[src/hw/rtl/qni_div_step.sv]
// One step of a restoring divider lane: one numerator bit in, one quotient bit out,
// with a sticky flag once the quotient passes the saturation cap. Depends on nothing.
module qni_div_step #(
   parameter int W  = 16,
   parameter int DW = 33
) (
   input  logic            clock,
   input  logic            adv,
   input  logic [DW-1:0]   r_in,
   input  logic [W+1:0]    q_in,
   input  logic            big_in,
   input  logic            num_bit,
   input  logic [DW-1:0]   d,
   output logic [DW-1:0]   r_ff,
   output logic [W+1:0]    q_ff,
   output logic            big_ff
);

   localparam int QW = W + 2;
   localparam logic [QW:0] CAP = {2'b00, 1'b1, {W{1'b0}}};

   logic [DW:0]   t;
   logic [DW:0]   diff;
   logic          qb;
   logic [QW:0]   qn;

   assign t    = {r_in, num_bit};
   assign qb   = (t >= {1'b0, d});
   assign diff = t - {1'b0, d};
   assign qn   = {q_in, qb};

   always_ff @(posedge clock) begin
      if (adv) begin
         r_ff   <= qb ? diff[DW-1:0] : t[DW-1:0];
         q_ff   <= qn[QW-1:0];
         big_ff <= big_in | (qn > CAP);
      end
   end

endmodule

[config.mk]
export PLATFORM = sky130hd
export DESIGN_NAME = qni_div_step
export DESIGN_NICKNAME = d
export VERILOG_FILES = /design/src/hw/rtl/qni_div_step.sv
export SDC_FILE = /design/constraint.sdc
export NUM_CORES = 1
export LEC_CHECK = 0
export CAP_MARGIN = 15
export CORE_MARGIN = 2
export CORE_UTILIZATION = 55
export CTS_CLUSTER_DIAMETER = 40
export CTS_CLUSTER_SIZE = 30
export DETAILED_ROUTE_END_ITERATION = 12
export DONT_BUFFER_PORTS = 1
export PLACE_DENSITY_LB_ADDON = 0.12
export SLEW_MARGIN = 40
export SYNTH_ARGS = -nofsm -noshare
export SYNTH_HDL_FRONTEND = slang
export SYNTH_SLANG_ARGS = --single-unit
export TNS_END_PERCENT = 20
[constraint.sdc]
create_clock -name clock -period 2.8 [get_ports clock]
set_clock_uncertainty 0.05 [all_clocks]
set_input_delay 0.28 -clock clock [delete_from_list [all_inputs] [get_ports clock]]
set_output_delay 0.28 -clock clock [all_outputs]
set_load 0.1 [all_outputs]
==> impl_metrics.py <==
metrics = {
    "run_status": {
        "status": "complete, no violations",
    },
    "routing": {
        "ant_nets": 0,
        "drc": 0,
        "wl_per_cell_um": 16.67,
        "viasPerCell": 5.776,
        "drt_pre_antenna_iters": 5,
        "vias": 3425,
        "dr.first_iter.drc_count": 184,
        "wirelength_um": 9888,
    },
    "final_layout": {
        "utilization_pct": 68.82,
        "nNetsFinal": 615,
        "syn2layout_area_growth_pct": 22.73,
        "final_area_sq_um": 4938,
        "layoutNonFillerInstCount": 593,
        "drive_gt1_share_pct": 18.22,
        "antenna_cells": 0,
    },
    "yosys": {
        "synth_top_cell_by_area": "edfxtp_1",
        "yosysSeqAreaShare_pct": 38.81,
        "synth_common_cells": "52 x edfxtp_1, 47 x a21oi_1, 40 x inv_1",
        "syn_area_sq_um": 4024,
        "synth-simple-area-share_pct": 13.59,
        "ys_top_cells_by_area": "edfxtp_1 39%, ha_1 10%, a21oi_1 5.8%",
        "yosysMostFrequentCell": "edfxtp_1",
        "synth_xor_area_share_pct": 6.312,
        "synth_edf_count": 52,
        "synthArstFlopShare_pct": 0,
        "synth_nets": 546,
        "ys_ff_latch": 52,
        "synth_top_family_by_area": "compound AO/OA/AOI/OAI gates",
        "synth_compound_area_share_pct": 22.39,
        "synth.area.mux_share_pct": 2.581,
        "netlist.area_leader.share_pct": 38.81,
        "yosys_most_used_dff": "edfxtp_1",
        "syn_area_per_cell_sq_um": 9.490,
        "synth_cells": 424,
        "yosysWarnings": 0,
        "synth_cell_type_count": 52,
        "synthAdderAreaFrac_pct": 10.76,
    },
    "worst_setup_path": {
        "crit_path_max_fanout": 15,
        "crit_buf_inv": 2,
        "start_kind": "input port",
        "end_kind": "flip-flop",
        "crit_family": "compound AO/OA/AOI/OAI gates",
        "crit_path_cell_trace": "inv_1, ha_1, a21o_1, a2111oi_0, a211o_1, nand2_1, a311oi_2, a21oi_4, buf_4, mux2_2",
        "worstPathArrival_ps": 2540,
        "path_class": "in2reg",
        "cp_slowest_stage_delay_ps": 410,
        "critPathSlowestCell": "a2111oi_0",
        "worst_ep_required_time_ps": 2820,
    },
    "sta": {
        "rsz0062_at_grt": "no",
        "setup_violations": 0,
        "hold_ws_ps": 31.43,
        "relSlewSlack_pct": 39.34,
        "min_period_over_period_pct": 90.30,
        "fmax_mhz": 395.5,
        "hold_viol": 0,
        "slew_viol_final": 0,
        "tightest_slew_ps": 911.8,
        "fin_tns_setup_ps": 0,
        "fin_ws_ps": 271.6,
        "final.min_clock_period_ps": 2528,
    },
    "place": {
        "postPlaceCellArea_sq_um": 4622,
        "gp_congestion": 0.8992,
        "dp_hpwl_um": 7543,
        "dp_worst_setup_slack_ps": -39.83,
        "port_buffers": 0,
        "dp.cells": 566,
    },
    "die": {
        "die_w_um": 89.54,
        "design.core.area_sq_um": 7176,
        "dieHeight_um": 89.54,
        "rows": 31,
        "ioPinCount": 140,
        "die-area_sq_um": 8017,
        "start_util_pct": 56.08,
    },
    "clocking": {
        "path_clk_slew_ps": 100,
        "htreeDepth": 2,
        "cts_tree": "yes",
        "cts_repair_resize_count": 0,
        "numCtsBuffers": 5,
        "postCtsHoldBufs": 2,
        "clockBufferDepth": 2,
        "cts-root-buf": "clkbuf_8",
        "clkSinkCount": 52,
        "post_cts_buffers": 0,
    },
    "grt": {
        "grt_pass1_vias": 3142,
        "overflow": 0,
        "gr-usage-all-layers_pct": 23.43,
        "grt_max_degree": 53,
        "grt_pass1_wl_um": 14720,
        "antenna_found_initial": 0,
    },
    "power": {
        "p_leak_nw": 2.099,
        "vdd_ir_drop_max_v": 0.0003405,
        "power_mw": 3.219,
        "powerDensity_nw_per_um2": 651.8,
    },
    "hold_path": {
        "hold_class": "in2reg",
    },
    "job": {
        "cap_violations": 0,
    },
}
layout make-up:
class                           count  area, sq um
Timing Repair Buffer               73        760.7
Clock inverter                      3        27.53
Sequential cell                    52         1562
Multi-Input combinational cell    321         2246
Inverter                           40        150.1
Tap cell                           99        123.9
Fill cell                         555         2237
Clock buffer                        5        68.82
per-layer routing:
layer | part of all wire, % | routed length [um] | track usage, %
met5 | 0 | 0 | 0
met4 | 1.3 | 127 | 4.342
met3 | 6.5 | 642 | 4.155
met2 | 48 | 4743 | 39.26
met1 | 44 | 4375 | 31.99
cell families (layout without fill, tap and decap cells):
group	count (synthesis)	count (layout)
mux	8	8
flops	52	52
simple gates	117	117
fa+ha+maj	34	34
compound gates	133	133
buf+inv	51	121
xor+xnor	29	29
sequential cells by signal, summed over array words and instances, names as in the netlist:
signal / count
r_ff: 33
big_ff: 1
q_ff: 18
cells in the final DEF, fill, tap and decap left out, drive strengths merged, types with 3 or more instances in the layout:
cell type	netlist	layout
nor2	38	38
o31ai	3	3
nor4	4	4
xnor2	10	10
nor2b	7	7
and4	3	3
a311oi	3	3
nor3	5	5
o21bai	3	3
dlygate4sd3	0	17
clkbuf	5	7
a41oi	4	4
ha	33	33
a21oi	59	59
and3	3	3
o211ai	6	6
a21boi	3	3
a21o	6	6
nand4	5	5
and2	4	4
or2	4	4
o21ai	19	19
edfxtp	52	52
buf	6	54
a2111oi	3	3
mux2	7	7
nand2	35	35
a211o	4	4
a31oi	4	4
o21a	4	4
nand3	5	5
xor2	19	19
inv	40	41
path summary, 6_finish.rpt:
kind              startpoint                 end  slack, ps  depth (start not counted)
setup / recovery       d[31]   r_ff[4]$_DFFE_PP_        270                         10
hold / removal           adv  r_ff[19]$_DFFE_PP_         30                          0
power by group:
group	leakage, nW	internal, mW	switching (mW)
clock network	0.0463	0.184	0.278
registers	0.510	1.01	0.658
logic	1.54	0.477	0.612
total	2.10	1.67	1.55
No activity file was read; power rests on OpenSTA's default activity.
