--- src/hw/rtl/qni_square.sv ---
// One lane of the front stage: split a signed component into sign and magnitude
// and square the magnitude. Depends on nothing.
module qni_square #(
   parameter int W = 16
) (
   input  logic              clock,
   input  logic              adv,
   input  logic [W-1:0]      comp,
   output logic              neg_ff,
   output logic [W-1:0]      mag_ff,
   output logic [2*W-1:0]    sq_ff
);

   logic [W-1:0] mag_in;

   // the most negative value negates to 2^(W-1) as an unsigned magnitude
   assign mag_in = comp[W-1] ? (~comp + {{(W-1){1'b0}}, 1'b1}) : comp;

   always_ff @(posedge clock) begin
      if (adv) begin
         neg_ff <= comp[W-1];
         mag_ff <= mag_in;
         sq_ff  <= (2*W)'(mag_in) * (2*W)'(mag_in);
      end
   end

endmodule

--- config.mk ---
export PLATFORM = sky130hd
export DESIGN_NAME = qni_square
export DESIGN_NICKNAME = d
export VERILOG_FILES = /design/src/hw/rtl/qni_square.sv
export SDC_FILE = /design/constraint.sdc
export NUM_CORES = 1
export LEC_CHECK = 0
export BUFFER_PORTS_ARGS = -buffer_cell sky130_fd_sc_hd__buf_2
export CORE_ASPECT_RATIO = 1.4
export CORE_MARGIN = 2
export CORE_UTILIZATION = 40
export DETAILED_ROUTE_END_ITERATION = 6
export GPL_TIMING_DRIVEN = 0
export SYNTH_ARGS = -nofsm -noshare
export SYNTH_HDL_FRONTEND = slang
export SYNTH_SLANG_ARGS = --single-unit
--- constraint.sdc ---
create_clock -name clock -period 9.7 [get_ports clock]
set_clock_uncertainty 0.15 [all_clocks]
set_input_delay 0.97 -clock clock [delete_from_list [all_inputs] [get_ports clock]]
set_output_delay 0.97 -clock clock [all_outputs]
set_load 0.02 [all_outputs]
==> results.txt, run 1 <==
* Synthesized netlist cell count: 950
- In this run the remaining antenna-violating nets after routing total 0.
- Net count reported at finish: roughly 1300
- Measured against its own limit, the worst slew margin works out to 0.198.
- Final RePlAce weighted congestion: 0.881
- By area the synthesized netlist is led by sky130_fd_sc_hd__fa_1 (36%), sky130_fd_sc_hd__edfxtp_1 (15%), sky130_fd_sc_hd__ha_1 (13%).
* Final period demand of the worst path: 9.33 ns
- In this run the cell area of the synthesized design comes to 0.00911 sq mm.
- Number of register bits inferred by synthesis: 47
* Number of remaining DRC errors: 0
* Top cell types by occurrence after synthesis: sky130_fd_sc_hd__inv_1 (250), sky130_fd_sc_hd__fa_1 (164), sky130_fd_sc_hd__ha_1 (96), sky130_fd_sc_hd__nand2_1 (82), sky130_fd_sc_hd__nor2_1 (72)
- 1st-pass router iterations: 5
- Data on the critical path is required at its endpoint by approximately 9.6 ns.
- Synth Warn #: 0
- Setup repair after global routing missed its margin: no
- The routed design has around 22 mm of wire.
- At the worst endpoint, the arrival time is 9.24 ns.
- Of the cells placed in the final design, the portion with a size suffix greater than 1 is 0.102.
- Static timing analysis puts the maximum clock frequency at around 110 MHz.
* Average footprint of a synthesized cell: approximately 9.6 sq um
- The number of antenna violations at the first check in global routing was 1.
- Final hold violation count: 0
* Fraction of post-synthesis cell area in the top cell type by area: 0.360
- Slew Limit Fails: 0
- Final Cycle Share: 0.962
* Die extent in y: ~180 microns
- TritonCTS built the clock tree.
* Effective utilization at floorplan: 0.406
- DIE AREA: around 0.024 sq mm
* Result of the run: finished, final reports clean
- Counting along the longest clock path gives a buffer depth of 2.
* Final worst slack: 0.368 ns
- sky130_fd_sc_hd__fa_1 takes more of the synthesized area than any other cell.
* Port Buffer Count: 65
* Share of flip-flops with an asynchronous set or reset after synthesis: 0
* Average vias per placed instance: roughly 5.0
- Along the worst path, the maximum fanout reaches 9.
- Across every metal layer, demand over resource in global routing totals 0.194.
- Via count of the first global-routing pass: around 7200
- Global-route congestion overflow total: 0
- Delay-heaviest family, CP: adder cells
- Clock-pin slew on the worst setup and hold paths: 0.07 ns
* Standard-cell row count: between 60 and 70
* Number of failing setup endpoints in the final timing report: 0
* Clock net sink count: 47
* Dominant synthesized flop cell: sky130_fd_sc_hd__edfxtp_1
* Clock Tree Root: sky130_fd_sc_hd__clkbuf_16
* Crit-path max cell delay: about 0.94 ns
- Count of vias placed by the detailed router: ~6600
- Buf+Inv Stages, Crit Path: 9
- The path class of the tightest hold or removal check is primary input to register.
* Global-route wire length before repair: around 36 mm
- From synthesis to final layout, the design area changed by 10.0%.
- Number of distinct library cell variants in the gate-level netlist after synthesis: 61
- Number of setup buffers added after CTS: 0
- Number of hold buffers added after CTS: 0
- Largest net degree at the start of global routing: 48
- I/O pin count: 67
- Register area share after synthesis: 0.155
- Clock buffers created by TritonCTS: 5
* Number of DRC violations after detailed-routing iteration 0: approximately 360
- The H-tree was split into 2 levels.
- The slowest stage of the critical path belongs to the cell sky130_fd_sc_hd__xnor2_1.
- The synthesized design contains 47 enable-type register cells.
- By startpoint and endpoint, the worst setup path is classified as primary input to register.
- At the pin with the least slew margin, the transition time is between 1 and 1.5 ns.
* Place WS: -0.568 ns
- Crit path capture type: register
* Startpoint class of the critical path: primary input
- Max-cap viol count: 0
- After detailed routing, the average wire length per cell comes to ~17 microns.
- Die Wd: 132 microns
- Top-count cell post-synth: sky130_fd_sc_hd__inv_1
- Summed over all nets, the half-perimeter wirelength after detailed placement is between 15 and 20 mm.
- Filler Cell Count: between 2000 and 2500
- Core outline area: ~0.022 sq mm
==> cells in the final DEF, fill, tap and decap left out, types with 6 or more instances in the layout <==
| master | count |
|---|---|
| sky130_fd_sc_hd__edfxtp_1 | 47 |
| sky130_fd_sc_hd__a21o_1 | 16 |
| sky130_fd_sc_hd__xnor2_1 | 25 |
| sky130_fd_sc_hd__fa_1 | 164 |
| sky130_fd_sc_hd__o211ai_1 | 6 |
| sky130_fd_sc_hd__buf_2 | 65 |
| sky130_fd_sc_hd__nor2_1 | 72 |
| sky130_fd_sc_hd__o21ai_0 | 12 |
| sky130_fd_sc_hd__xor2_1 | 14 |
| sky130_fd_sc_hd__conb_1 | 12 |
| sky130_fd_sc_hd__ha_1 | 96 |
| sky130_fd_sc_hd__o31ai_1 | 7 |
| sky130_fd_sc_hd__inv_1 | 249 |
| sky130_fd_sc_hd__nand2_1 | 82 |
| sky130_fd_sc_hd__nand3_1 | 9 |
| sky130_fd_sc_hd__a21oi_1 | 29 |
| sky130_fd_sc_hd__clkbuf_1 | 19 |
==> cell type report <==
type | count | area (sq um) | share of cell area
multi-input cells | 628 | 6660 | 0.665
flip-flops and latches | 47 | 1410 | 0.141
inverters | 259 | 977 | 0.0975
well taps | 301 | 377 | 0.0376
repair buffers | 65 | 325 | 0.0325
clock buffers | 5 | 125 | 0.0125
plain buffers | 25 | 120 | 0.0120
clock inverters | 3 | 22.5 | 0.00225
diodes | 1 | 2.50 | 0.000250
==> cells by family after synthesis <==
| kind of cell | synth area share |
|---|---|
| and+or+nand+nor | 0.0973 |
| other | 0.000825 |
| xor gates and xnor gates | 0.0496 |
| DFF | 0.155 |
| AOI/OAI and AO/OA | 0.0846 |
| adders and majority gates | 0.492 |
| buffers and inverters | 0.120 |
==> per-layer routing <==
layer,routed length (microns),vias up,global-route usage
met1,8020,3356,0.215
met4,1060,0,0.0948
li1,-,3079,-
met3,1030,46,0.0286
met2,12100,166,0.362
met5,0,-,0
==> per-stage QoR <==
| step | utilization | hold WS [ns] | setup TNS [ns] | area, sq um | std cells |
|---|---|---|---|---|---|
| 4_1_cts | 0.445 | 0.813 | 0 | 10000 | 1334 |
| 3_3_place_gp | 0.439 | 1.13 | -2.73 | 9850 | 1326 |
| 2_1_floorplan | - | 0.919 | 0 | 9150 | 960 |
| 3_5_place_dp | 0.439 | 1.13 | -3.12 | 9850 | 1326 |
| 6_report | 0.446 | 0.839 | 0 | 10000 | 1334 |
| 5_1_grt | 0.446 | 0.853 | 0 | 10000 | 1333 |
==> flip-flops by register name, indices dropped and copies added, names as in the netlist <==
register and cells:
mag_ff 16, sq_ff 30, neg_ff 1
==> path summary, 6_finish.rpt <==
| path | start | to | slack [ns] | cells past startpoint |
|---|---|---|---|---|
| setup / recovery | comp[0] | sq_ff[28]$_DFFE_PP_ | 0.37 | 26 |
| hold / removal | comp[15] | neg_ff$_DFFE_PP_ | 0.84 | 1 |
==> repair_timing <==
| item | 4_1_cts | 5_1_grt |
|---|---|---|
| hold endpoints to repair | 0 | 0 |
| gates resized for setup | 1 | 4 |
| cloned | 0 | 0 |
| setup endpoints to repair | 6 | 11 |
Power of run 1 is not shown: default switching activity piles up to over one toggle a cycle in this logic, so the estimate is an artifact.
==> run 2: changes to the inputs <==
--- a/config.mk
+++ b/config.mk
@@ -8,9 +8,10 @@
 export BUFFER_PORTS_ARGS = -buffer_cell sky130_fd_sc_hd__buf_2
 export CORE_ASPECT_RATIO = 1.4
 export CORE_MARGIN = 2
-export CORE_UTILIZATION = 40
+export CORE_UTILIZATION = 63
 export DETAILED_ROUTE_END_ITERATION = 6
 export GPL_TIMING_DRIVEN = 0
+export PLACE_DENSITY = 0.83
 export SYNTH_ARGS = -nofsm -noshare
 export SYNTH_HDL_FRONTEND = slang
 export SYNTH_SLANG_ARGS = --single-unit
==> run 2 against run 1 <==
  * Final area down 1.5%
  * Die area down 36%
  * Flip-flop and latch count unchanged
  * Routed wire length down 1.1%
  * Setup slack worse by 0.017 ns
  * Non-clock buffer count unchanged
  * Via count up 4.2%
  * Maximum frequency down 0.18%
  * Critical path depth unchanged
  * First-iteration DRC count up 4.7%
  * Utilization up 24 points
==> results.txt, run 2 (synthesis gave the netlist of run 1 again) <==
- The post-route DRC violation count came to 0 (unchanged).
- Slew Limit Fails: 0 (unchanged)
- The largest incremental delay on the critical path is 0.91 ns (was 0.94 ns).
- The worst endpoint data arrival time was 9.25 ns (was 9.24 ns).
* Via count of the first global-routing pass: 7544 (was 7232)
- The global routing usage summed across all routing layers is 0.298 (was 0.194).
- The maximum buffer depth of the clock tree was 2 (unchanged).
- The area enclosed by the die boundary was 0.0154 sq mm (was 0.0240 sq mm).
- Clock-pin slew on the worst setup and hold paths: 0.07 ns (about the same)
- Setup TNS: 0 ns (unchanged)
* Drt total wl: 21.9 mm (was 22.2 mm)
- Clock buffers created by TritonCTS: 5 (unchanged)
- Hold Crit Class: primary input to register (unchanged)
* I/O pin count: 67 (unchanged)
- Crit path capture type: register (unchanged)
- Level count of the clock H-tree: 2 (unchanged)
- Clock net sink count: 47 (unchanged)
- The number of violations of the max-capacitance limit was 0 (unchanged).
- The footprint of the flip-flops and latches came to 0.00141 sq mm (unchanged).
- Antenna viol nets, final: 0 (unchanged)
- The via count was 6925 (was 6647).
* Slew headroom: 0.227 (was 0.198)
- The starting density of the core was 0.636 (was 0.406).
* Setup repair after global routing missed its margin: no (unchanged)
* Number of DRC violations after detailed-routing iteration 0: 376 (was 359)
- The final net count came to 1309 (unchanged).
* Commonest cells after routing, fill and taps aside: sky130_fd_sc_hd__inv_1 (250), sky130_fd_sc_hd__fa_1 (164), sky130_fd_sc_hd__ha_1 (96) (was sky130_fd_sc_hd__inv_1 (249), sky130_fd_sc_hd__fa_1 (164), sky130_fd_sc_hd__ha_1 (96))
- The time the final worst path needs with I/O delays and setup is 9.35 ns (was 9.33 ns).
* Delay-heaviest family, CP: adder cells (unchanged)
- The antenna diode count was 0 (was 1).
- The horizontal extent of the die was 106 microns (was 132 microns).
* Worst Max-Slew Pin Slew: 1.15 ns (was 1.19 ns)
* Port Buffer Count: 65 (unchanged)
* Final RePlAce weighted congestion: 0.955 (was 0.881)
* Category of the most critical setup path: primary input to register (unchanged)
* Core outline area: 0.0143 sq mm (was 0.0224 sq mm)
- Die extent in y: 146 microns (was 183 microns)
* Cell at the slowest stage of the critical path: sky130_fd_sc_hd__xnor2_1 (unchanged)
- Synthesis-to-layout area growth: 8.33% (was 10.0%)
- Largest Register: sq_ff (unchanged)
- Startpoint class of the critical path: primary input (unchanged)
- Required time at the worst-slack endpoint: 9.61 ns (about the same)
* Highest achievable clock rate: 107 MHz (about the same)
- Final hold violation count: 0 (unchanged)
- Standard-cell row count: 52 (was 65)
* Number of failing setup endpoints in the final timing report: 0 (unchanged)
* Global-route congestion overflow total: 0 (unchanged)
- The via density per instance was 5.67 (was 4.98).
* Initial antenna violation count: 1 (unchanged)
* Final Cycle Share: 0.964 (was 0.962)
- The detailed-router iteration count before antenna repair came to 5 (unchanged).
- The proportion of layout cells with a drive suffix above 1 came to 0.101 (was 0.102).
- Top Registers: sq_ff x30, mag_ff x16, neg_ff x1 (unchanged)
- The worst path buffer plus inverter count was 9 (unchanged).
- TritonCTS clock tree: done (unchanged)
- The area of combinational cells with multiple inputs is 0.00665 sq mm (was 0.00666 sq mm).
- The total of fill cells in the finished design was 1097 (was 2250).
* Post-DR wirelength/cell: 18.0 microns (was 16.6 microns)
- The sum of net half-perimeters after detailed placement is 18.1 mm (was 18.7 mm).
- The buffer count from post-CTS setup fixing came to 0 (unchanged).
- Largest register FFs: 30 (unchanged)
* Highest net fanout along the worst path: 9 (unchanged)
- Result of the run: finished, final reports clean (unchanged).
* Most common library cell in the layout ignoring fill and taps: sky130_fd_sc_hd__inv_1 (unchanged)
* Largest net degree at the start of global routing: 48 (unchanged)
- The clock tree root buffer cell is sky130_fd_sc_hd__clkbuf_16 (unchanged).
- Global-route wire length before repair: 35.3 mm (was 36.3 mm)
## run 2: cell count changes in the layout (fill, tap and decap cells not counted), sizes merged
cell | previous run | this run
buf | 71 | 70
clkbuf | 24 | 25
clkinvlp | 1 | 0
diode | 1 | 0
inv | 255 | 256
## run 2: path summary, 6_finish.rpt
path / startpoint / endpoint / cells past startpoint
setup / recovery: comp[0] / sq_ff[28]$_DFFE_PP_ / 26
hold / removal: comp[0] / mag_ff[0]$_DFFE_PP_ / 1
## run 2: layer usage
metal | vias to the layer above | global-route usage | share of wire
met2 | 289 | 0.527 | 0.53
met1 | 3424 | 0.315 | 0.33
met3 | 124 | 0.0491 | 0.055
met5 | - | 0 | 0.00059
li1 | 3086 | - | -
met4 | 2 | 0.221 | 0.087
## run 2: area by class of cell
cell class | count | share of cell area
tap | 189 | 0.0240
buffer | 25 | 0.0123
clock buffer | 5 | 0.0127
clock inverter | 3 | 0.00228
timing repair buffer | 65 | 0.0330
sequential | 47 | 0.143
inverter | 259 | 0.0987
multi-input combinational | 628 | 0.674
## run 2: what timing repair did
item | in CTS | in global routing
endpoints found under the hold margin | 0 | 0
endpoints found under the setup margin | 2 | 9
hold buffers | 0 | 0
resized for setup | 1 | 3
## run 2: per-stage QoR
step | util | hold slack [ns] | cell area (sq um) | std cells | setup WS, ns
after floorplan | - | 0.919 | 9150 | 960 | 1.53
after global placement | 0.678 | 1.10 | 9710 | 1214 | -0.255
after detailed placement | 0.678 | 1.10 | 9710 | 1214 | -0.305
after CTS | 0.689 | 0.793 | 9860 | 1222 | 0.153
after global routing | 0.689 | 0.805 | 9870 | 1221 | 0.0167
final | 0.689 | 0.801 | 9870 | 1221 | 0.350
Power of run 2 is left out for the same reason.
