<file path="src/hw/rtl/qni_pkg.sv">
// Shared types and codes for the quaternion normalize / inverse core.
// No dependencies.
package qni_pkg;

   localparam logic [1:0] MODE_NORMALIZE = 2'd0;
   localparam logic [1:0] MODE_CONJUGATE = 2'd1;
   localparam logic [1:0] MODE_INVERSE   = 2'd2;
   localparam logic [1:0] MODE_MAGNITUDE = 2'd3;

   localparam logic [1:0] STATUS_OK   = 2'd0;
   localparam logic [1:0] STATUS_ZERO = 2'd1;
   localparam logic [1:0] STATUS_SAT  = 2'd2;

   // control that travels beside the data through the pipeline
   typedef struct packed {
      logic       valid;
      logic [1:0] mode;
   } ctrl_type;

endpackage

</file>
<file path="src/hw/rtl/qni_sqrt_step.sv">
// One step of the digit-by-digit square root: two radicand bits in, one root bit out.
// Depends on qni_pkg.
module qni_sqrt_step #(
   parameter int W = 16
) (
   input  logic                clock,
   input  logic                reset,
   input  logic                adv,
   input  qni_pkg::ctrl_type   ctl_in,
   input  logic [W+4:0]        rem_in,
   input  logic [W:0]          root_in,
   input  logic [1:0]          pair,
   output qni_pkg::ctrl_type   ctl_ff,
   output logic [W+4:0]        rem_ff,
   output logic [W:0]          root_ff
);

   localparam int RW  = W + 1;
   localparam int RMW = W + 5;

   logic [RMW-1:0] cur;
   logic [RMW-1:0] trial;
   logic           take;

   assign cur   = {rem_in[RMW-3:0], pair};
   assign trial = {RMW'(root_in) << 2} | RMW'(1);
   assign take  = (cur >= trial);

   always_ff @(posedge clock) begin
      if (reset) begin
         ctl_ff.valid <= 1'b0;
      end else if (adv) begin
         ctl_ff.valid <= ctl_in.valid;
      end
   end

   always_ff @(posedge clock) begin
      if (adv) begin
         ctl_ff.mode <= ctl_in.mode;
         rem_ff      <= take ? (cur - trial) : cur;
         root_ff     <= {root_in[RW-2:0], take};
      end
   end

endmodule

</file>
<file path="config.mk">
export PLATFORM = sky130hd
export DESIGN_NAME = qni_sqrt_step
export DESIGN_NICKNAME = d
export VERILOG_FILES = /design/src/hw/rtl/qni_pkg.sv /design/src/hw/rtl/qni_sqrt_step.sv
export SDC_FILE = /design/constraint.sdc
export NUM_CORES = 1
export LEC_CHECK = 0
export BUFFER_PORTS_ARGS = -buffer_cell sky130_fd_sc_hd__buf_2
export CAP_MARGIN = 30
export CORE_MARGIN = 2
export CORE_UTILIZATION = 46
export DETAILED_ROUTE_END_ITERATION = 12
export PLACE_DENSITY = 0.74
export SLEW_MARGIN = 20
export SYNTH_ARGS = -nofsm -noshare
export SYNTH_HDL_FRONTEND = slang
export SYNTH_SLANG_ARGS = --single-unit
export TNS_END_PERCENT = 50
</file>
<file path="constraint.sdc">
create_clock -name clock -period 3.15 [get_ports clock]
set_clock_uncertainty 0.15 [all_clocks]
set_input_delay 0.7875 -clock clock [delete_from_list [all_inputs] [get_ports clock]]
set_output_delay 0.7875 -clock clock [all_outputs]
set_load 0.01 [all_outputs]
</file>
==> run metrics, run 1 <==
Ports 87; Root Buffer clkbuf_8; Avg Inst Size Synth 10.32 sq um; power per cell area 464.7 nW/um^2; fmax 344.6 MHz; critical-path maximum fanout 5; Final Max Slew Viols 0; # nets final around 430; family with the most delay on the worst path compound AO/OA/AOI/OAI gates; DP HPWL 4.430 mm; Die ar. 6132 sq um; Worst setup endpoint rem_ff[19]$_DFFE_PP_; largest net degree at the start of global routing between 40 and 50; post-route ant nets 0; GPL Wtd Cong 0.8870; via density per instance 5.141; H-Tree Level Count 2; worst setup margin approximately 250 ps; die width 78.31 um; critical path class primary input to flip-flop; placed cell count 425; Slowest cell on crit path ha_1; die height 78.31 um; part of the Yosys area used for sequential elements 48.08%; critical path arrival 2790 ps; DRC 0; reg2reg setup slack 2420 ps; FF-to-FF End ctl_ff[2]$_SDFFE_PP0P_; Hold Vio Cnt, Final 0; vias in the first global route 2109; postcts setup bufs 0; Clock transition at path regs 80 ps; I/O Buffers 84; hold buffers post-CTS 0; Yosys reg bits between 40 and 50; Core Area roughly 5400 sq um; critical path's most frequent cell buf_4; Initial Util 46.99%; RSZ-0062 raised after global routing no; Clock Path Buffers 2; average routed wire per standard cell 12.88 um; Synth cell types between 40 and 50; n_diodes 0; WP depth 12; first-pass GRT wire length roughly 9 mm; final setup fails 0; Slew @ Worst Pin between 900 and 1000 ps; Worst EP required 3040 ps; total number of vias 2226; post-synthesis to final-layout area growth 31.67%; FF-to-FF path depth 2; share of layout cells above drive strength 1 between 30% and 40%; Worst path max stage delay 280 ps; Num CTS Buffers 5; Tmin final just under 3000 ps; worst path cell trace buf_2 -> inv_1 -> ha_1 -> buf_4 -> o211a_1 -> o2111a_1 -> nor3b_2 -> a21oi_2 -> a21oi_4 -> buf_4 -> a311oi_1 -> xor2_1; Max-Slew Margin vs Limit 38.61%; Syn. warnings 0; Post-Syn Area 2540 sq um; global route overflow 0; GRT Overall Usage about a fifth; Max Cap Viol 0; Worst VDD drop between 0.15 and 0.2 mV; critical path startpoint root_in[0]; PostCTS Resize Cnt 0; Synth async-reset ratio 0%; fin crit share 92.14%; Hold Path Class flip-flop to flip-flop; crit start category primary input; ys flop type edfxtp_1; initial antenna violation count 0; Post-Synthesis Cells ~250; result of the run complete, no violations; leak pwr 0.001531 uW; number of synthesized flops with an enable pin 40; DRT iter0 DRCs a little over 80; Synthesized Nets 311; final core occ 61.88%; fin cells 433; setup TNS 0 ps; row cnt 27; CTS tree done; Worst-Skew Late Latency 290 ps; 1st-pass router iterations 5; Worst Path Buf+Inv 4; worst r2r src ctl_ff[2]$_SDFFE_PP0P_; Routed WL 5.575 mm; CP Capture Type flip-flop; clk sinks ~40; worst slack, placed -72.01 ps
registers in the layout (all words and copies together), names as in the netlist:
| name | flops |
|---|---|
| rem_ff | 21 |
| root_ff | 17 |
| ctl_ff | 3 |
synth_stat cells (all sizes together), types with 2 or more instances:
cell / n / share of area, %
a31oi: 2 / 0.74
o21a: 5 / 1.5
mux2i: 2 / 0.79
edfxtp: 40 / 47
a21oi: 18 / 4.1
nor3: 2 / 0.39
nor2b: 2 / 0.79
o31ai: 4 / 1.2
inv: 23 / 3.4
nand2b: 5 / 1.2
nand3: 9 / 1.8
nand4: 2 / 0.49
o31a: 2 / 0.74
xnor2: 9 / 3.1
clkbuf: 2 / 0.30
a21o: 3 / 0.89
o21ai: 25 / 4.9
nor2: 14 / 2.1
xor2: 6 / 2.1
ha: 19 / 9.4
a2111oi: 2 / 1.4
nand2: 30 / 4.4
buf: 3 / 0.59
per-stage QoR:
stage,instance area [sq um],hold WS [ps],total power (uW)
floorplan,2540,377.9,962.7
global placement,3238,320.7,1139
CTS,3344,353.0,1564
finish,3344,346.5,1554
detailed placement,3238,334.5,1149
global route,3344,416.2,1638
area by class of cell:
cell class                 instances  area, sq um
fill                             467         2061
tap                               72        90.09
inverter                          23        86.33
timing repair buffer             112        630.6
clock inverter                     2        33.78
sequential                        41         1221
multi-input combinational        177         1210
clock buffer                       6        72.57
routing by layer:
layer | track usage (%) | vias to the layer above | share of wire (%)
met4 | 7.544 | 0 | 1.5
met5 | 0 | - | 0
met2 | 31.38 | 70 | 49
met3 | 2.989 | 7 | 5.0
met1 | 24.53 | 1024 | 45
li1 | - | 1125 | -
cells by family after synthesis:
family	Yosys count	synth area share, %
xor+xnor	15	5.173
buf+inv	28	4.286
simple gates	69	12.86
fa+ha+maj	19	9.360
flops	41	48.08
compound gates	71	19.02
mux	3	1.232
power breakdown:
part / leakage [uW] / total (uW) / internal, uW / switching (uW)
logic: 0.00108 / 445 / 206 / 239
clock network: 0.0000528 / 417 / 234 / 183
registers: 0.000400 / 692 / 679 / 12.8
total: 0.00153 / 1550 / 1120 / 435
tightest hold or removal path, delay by kind of cell (launching register included):
kind             cells  cell delay (ps)
flip-flops           1              330
multiplexers         1               60
AND/OR/NAND/NOR      1               70
layout by cell type, fill, tap and decap left out, types with 2 or more instances in the layout:
| cell type | instances |
|---|---|
| nand2_1 | 30 |
| nand3_1 | 9 |
| o21ai_0 | 12 |
| inv_1 | 22 |
| nand4_1 | 2 |
| nor2_1 | 14 |
| a21o_1 | 3 |
| xnor2_1 | 9 |
| o31ai_1 | 4 |
| buf_4 | 28 |
| xor2_1 | 6 |
| o21ai_1 | 13 |
| buf_2 | 84 |
| clkbuf_8 | 5 |
| a21oi_1 | 16 |
| nand2b_1 | 5 |
| nor3_1 | 2 |
| o21a_1 | 5 |
| edfxtp_1 | 40 |
| mux2i_1 | 2 |
| ha_1 | 19 |
worst min-delay path by stage:
stage                      startpoint                endpoint  slack (ps)  cells past startpoint
3_5_place_dp   ctl_ff[2]$_SDFFE_PP0P_  ctl_ff[2]$_SDFFE_PP0P_         330                      2
2_1_floorplan  ctl_ff[2]$_SDFFE_PP0P_  ctl_ff[2]$_SDFFE_PP0P_         380                      2
6_report       ctl_ff[2]$_SDFFE_PP0P_  ctl_ff[2]$_SDFFE_PP0P_         350                      2
3_3_place_gp   ctl_ff[2]$_SDFFE_PP0P_  ctl_ff[2]$_SDFFE_PP0P_         320                      2
4_1_cts        ctl_ff[2]$_SDFFE_PP0P_  ctl_ff[2]$_SDFFE_PP0P_         350                      2
5_1_grt        ctl_ff[2]$_SDFFE_PP0P_  ctl_ff[2]$_SDFFE_PP0P_         420                      2
(Power assumes the default switching activity.)
==> run 2, diff against run 1 <==
--- a/config.mk
+++ b/config.mk
@@ -7,10 +7,13 @@
 export LEC_CHECK = 0
 export BUFFER_PORTS_ARGS = -buffer_cell sky130_fd_sc_hd__buf_2
 export CAP_MARGIN = 30
+export CELL_PAD_IN_SITES_DETAIL_PLACEMENT = 1
+export CELL_PAD_IN_SITES_GLOBAL_PLACEMENT = 1
 export CORE_MARGIN = 2
-export CORE_UTILIZATION = 46
+export CORE_UTILIZATION = 34
 export DETAILED_ROUTE_END_ITERATION = 12
-export PLACE_DENSITY = 0.74
+export GPL_TIMING_DRIVEN = 0
+export PLACE_DENSITY = 0.73
 export SLEW_MARGIN = 20
 export SYNTH_ARGS = -nofsm -noshare
 export SYNTH_HDL_FRONTEND = slang
==> run 2 against run 1 <==
Sequential power barely moved. Power is 0.42% lower. Cell area decreased by 2.1%. Routed wire length grew 20%. Core utilization fell by 17 points. Final cell count rose by 1.6%. Worst hold slack improved by 22 ps. Flip-flop and latch count is the same. Clock power is 2% higher. Sequential share of layout area up 0.77 points. Clock-buffer cell count unchanged. Critical path type unchanged. Largest power group unchanged.
==> run metrics, run 2 (same netlist as run 1, synthesis figures left out) <==
min-delay src ctl_ff[2]$_SDFFE_PP0P_ (unchanged); worst slack, placed -593.3 ps (was -72.01 ps); I/O Buffers 84 (unchanged); Max-Slew Margin vs Limit 70.76% (was 38.61%); 1st-pass router iterations 4 (was 5); Post-DP Area 3084 sq um (was 3238 sq um); DRC 0 (unchanged); global route overflow 0 (unchanged); critical-path maximum fanout 5 (unchanged); final setup fails 0 (unchanged); DRT iter0 DRCs 68 (was 81); worst setup margin 114.9 ps (was 247.7 ps); Clock transition at path regs 80 ps (about the same); reg2reg setup slack 2410 ps (was 2420 ps); Worst-Skew Late Latency 300 ps (was 290 ps); vias in the first global route 2292 (was 2109); post-synthesis to final-layout area growth 28.97% (was 31.67%); GRT Overall Usage 16.76% (was 18.81%); first-pass GRT wire length 11.01 mm (was 9.183 mm); Top Registers rem_ff x21, root_ff x17, ctl_ff x3 (unchanged); Routed WL 6.669 mm (was 5.575 mm); Clock Path Buffers 2 (unchanged); Hold Vio Cnt, Final 0 (unchanged); Core Area 7253 sq um (was 5405 sq um); Tmin final 3035 ps (was 2902 ps); DP HPWL 5.127 mm (was 4.430 mm); RSZ-0062 raised after global routing yes (was no); Ports 87 (unchanged); leak pwr 0.001445 uW (was 0.001531 uW); FF-to-FF path depth 2 (unchanged); Top reg by flops rem_ff (unchanged); critical path class primary input to flip-flop (unchanged); Worst VDD drop 0.1544 mV (was 0.1914 mV); CP Capture Type flip-flop (unchanged); most frequent cells in the layout 85 x buf_2, 40 x edfxtp_1, 30 x nand2_1 (was 84 x buf_2, 40 x edfxtp_1, 30 x nand2_1); Worst EP required 3040 ps (about the same); design area 3276 sq um (was 3344 sq um); average routed wire per standard cell 15.16 um (was 12.88 um); die width 90.43 um (was 78.31 um); Die ar. 8178 sq um (was 6132 sq um); n_diodes 0 (unchanged); clk sinks 41 (unchanged); worst r2r src ctl_ff[2]$_SDFFE_PP0P_ (unchanged); Hold Path Class flip-flop to flip-flop (unchanged); power per cell area 472.5 nW/um^2 (was 464.7 nW/um^2); Largest register FFs 21 (unchanged); # nets final 405 (was 425); Initial Util 35.02% (was 46.99%); worst path cell trace buf_2 -> inv_1 -> ha_2 -> nor2b_4 -> o31a_1 -> o21a_1 -> or2_4 -> a211o_1 -> a2111oi_4 -> xor2_1 (was buf_2 -> inv_1 -> ha_1 -> buf_4 -> o211a_1 -> o2111a_1 -> nor3b_2 -> a21oi_2 -> a21oi_4 -> buf_4 -> a311oi_1 -> xor2_1); Final Max Slew Viols 0 (unchanged); Slowest cell on crit path a2111oi_4 (was ha_1); critical path arrival 2920 ps (was 2790 ps); die height 90.43 um (was 78.31 um); row cnt 31 (was 27); Worst path max stage delay 370 ps (was 280 ps); H-Tree Level Count 2 (unchanged); Max Cap Viol 0 (unchanged); total power 1548 uW (was 1554 uW); post-route ant nets 0 (unchanged); Worst Path Buf+Inv 2 (was 4); fmax 329.5 MHz (was 344.6 MHz); initial antenna violation count 0 (unchanged); Hold EP ctl_ff[2]$_SDFFE_PP0P_ (unchanged); via density per instance 5.043 (was 5.141); GPL Wtd Cong 0.8282 (was 0.8870); largest net degree at the start of global routing 42 (unchanged); family with the most delay on the worst path compound AO/OA/AOI/OAI gates (unchanged); total number of vias 2219 (was 2226); FF-to-FF End ctl_ff[2]$_SDFFE_PP0P_ (unchanged); Num CTS Buffers 5 (unchanged); Slew @ Worst Pin 438.6 ps (was 920.9 ps); share of layout cells above drive strength 1 32.84% (was 35.18%); fin crit share 96.35% (was 92.14%); most common cell after layout, fill and taps aside buf_2 (unchanged); result of the run complete, no violations (unchanged); CTS tree done (unchanged); hold path cells 2 (unchanged); crit start category primary input (unchanged); Root Buffer clkbuf_8 (unchanged)
run 2: metal layers:
layer / up-vias / share of wire, % / global-route usage (%)
met5: - / 0 / 0
met4: 0 / 1.1 / 5.000
met3: 5 / 3.9 / 3.005
met2: 58 / 50 / 28.88
met1: 1065 / 45 / 21.48
li1: 1091 / - / -
run 2: worst max-delay path by stage:
| stage | slack [ps] | from | cells after the start | to |
|---|---|---|---|---|
| after floorplan | 50 | root_in[0] | 9 | rem_ff[20]$_DFFE_PP_ |
| after detailed placement | -590 | rem_in[6] | 10 | rem_ff[5]$_DFFE_PP_ |
| after global placement | -570 | rem_in[6] | 10 | rem_ff[5]$_DFFE_PP_ |
| after CTS | 40 | root_in[1] | 10 | rem_ff[5]$_DFFE_PP_ |
| after global routing | -5 | root_in[0] | 10 | rem_ff[20]$_DFFE_PP_ |
| final | 110 | root_in[0] | 10 | rem_ff[20]$_DFFE_PP_ |
run 2: what timing repair did:
action | 4_1_cts | 5_1_grt
gates resized for setup | 3 | 9
setup endpoints to repair | 18 | 16
pin swaps | 1 | 0
buffers inserted | 2 | 0
hold buffers | 0 | 0
run 2: cell type report:
class                   instances  area, sq um
multi-input cells             177         1241
plain buffers                   5        32.53
clock inverters                 2        35.03
well taps                      99        123.9
clock buffers                   6        72.57
fillers                       869         3978
flip-flops and latches         41         1221
inverters                      23        86.33
repair buffers                 87        462.9
run 2: power by group:
group          switching (uW)  internal [uW]  total [uW]
registers                14.0            679         693
clock network             189            235         425
logic                     247            184         430
run 2: metrics by stage:
stage | std cells | TNS [ps] | hold slack (ps) | util, %
after global placement | 429 | -8560 | 317.1 | 42.52
after floorplan | 246 | 0 | 377.9 | -
after global routing | 440 | -4.879 | 416.1 | 45.16
after CTS | 439 | 0 | 370.3 | 44.28
after detailed placement | 429 | -8848 | 348.7 | 42.52
final | 440 | 0 | 368.8 | 45.16
run 2: tightest hold or removal path: stages (launching register included):
cell and delay [ps]:
dfxtp_1 340, mux2i_1 70, nor2_1 80
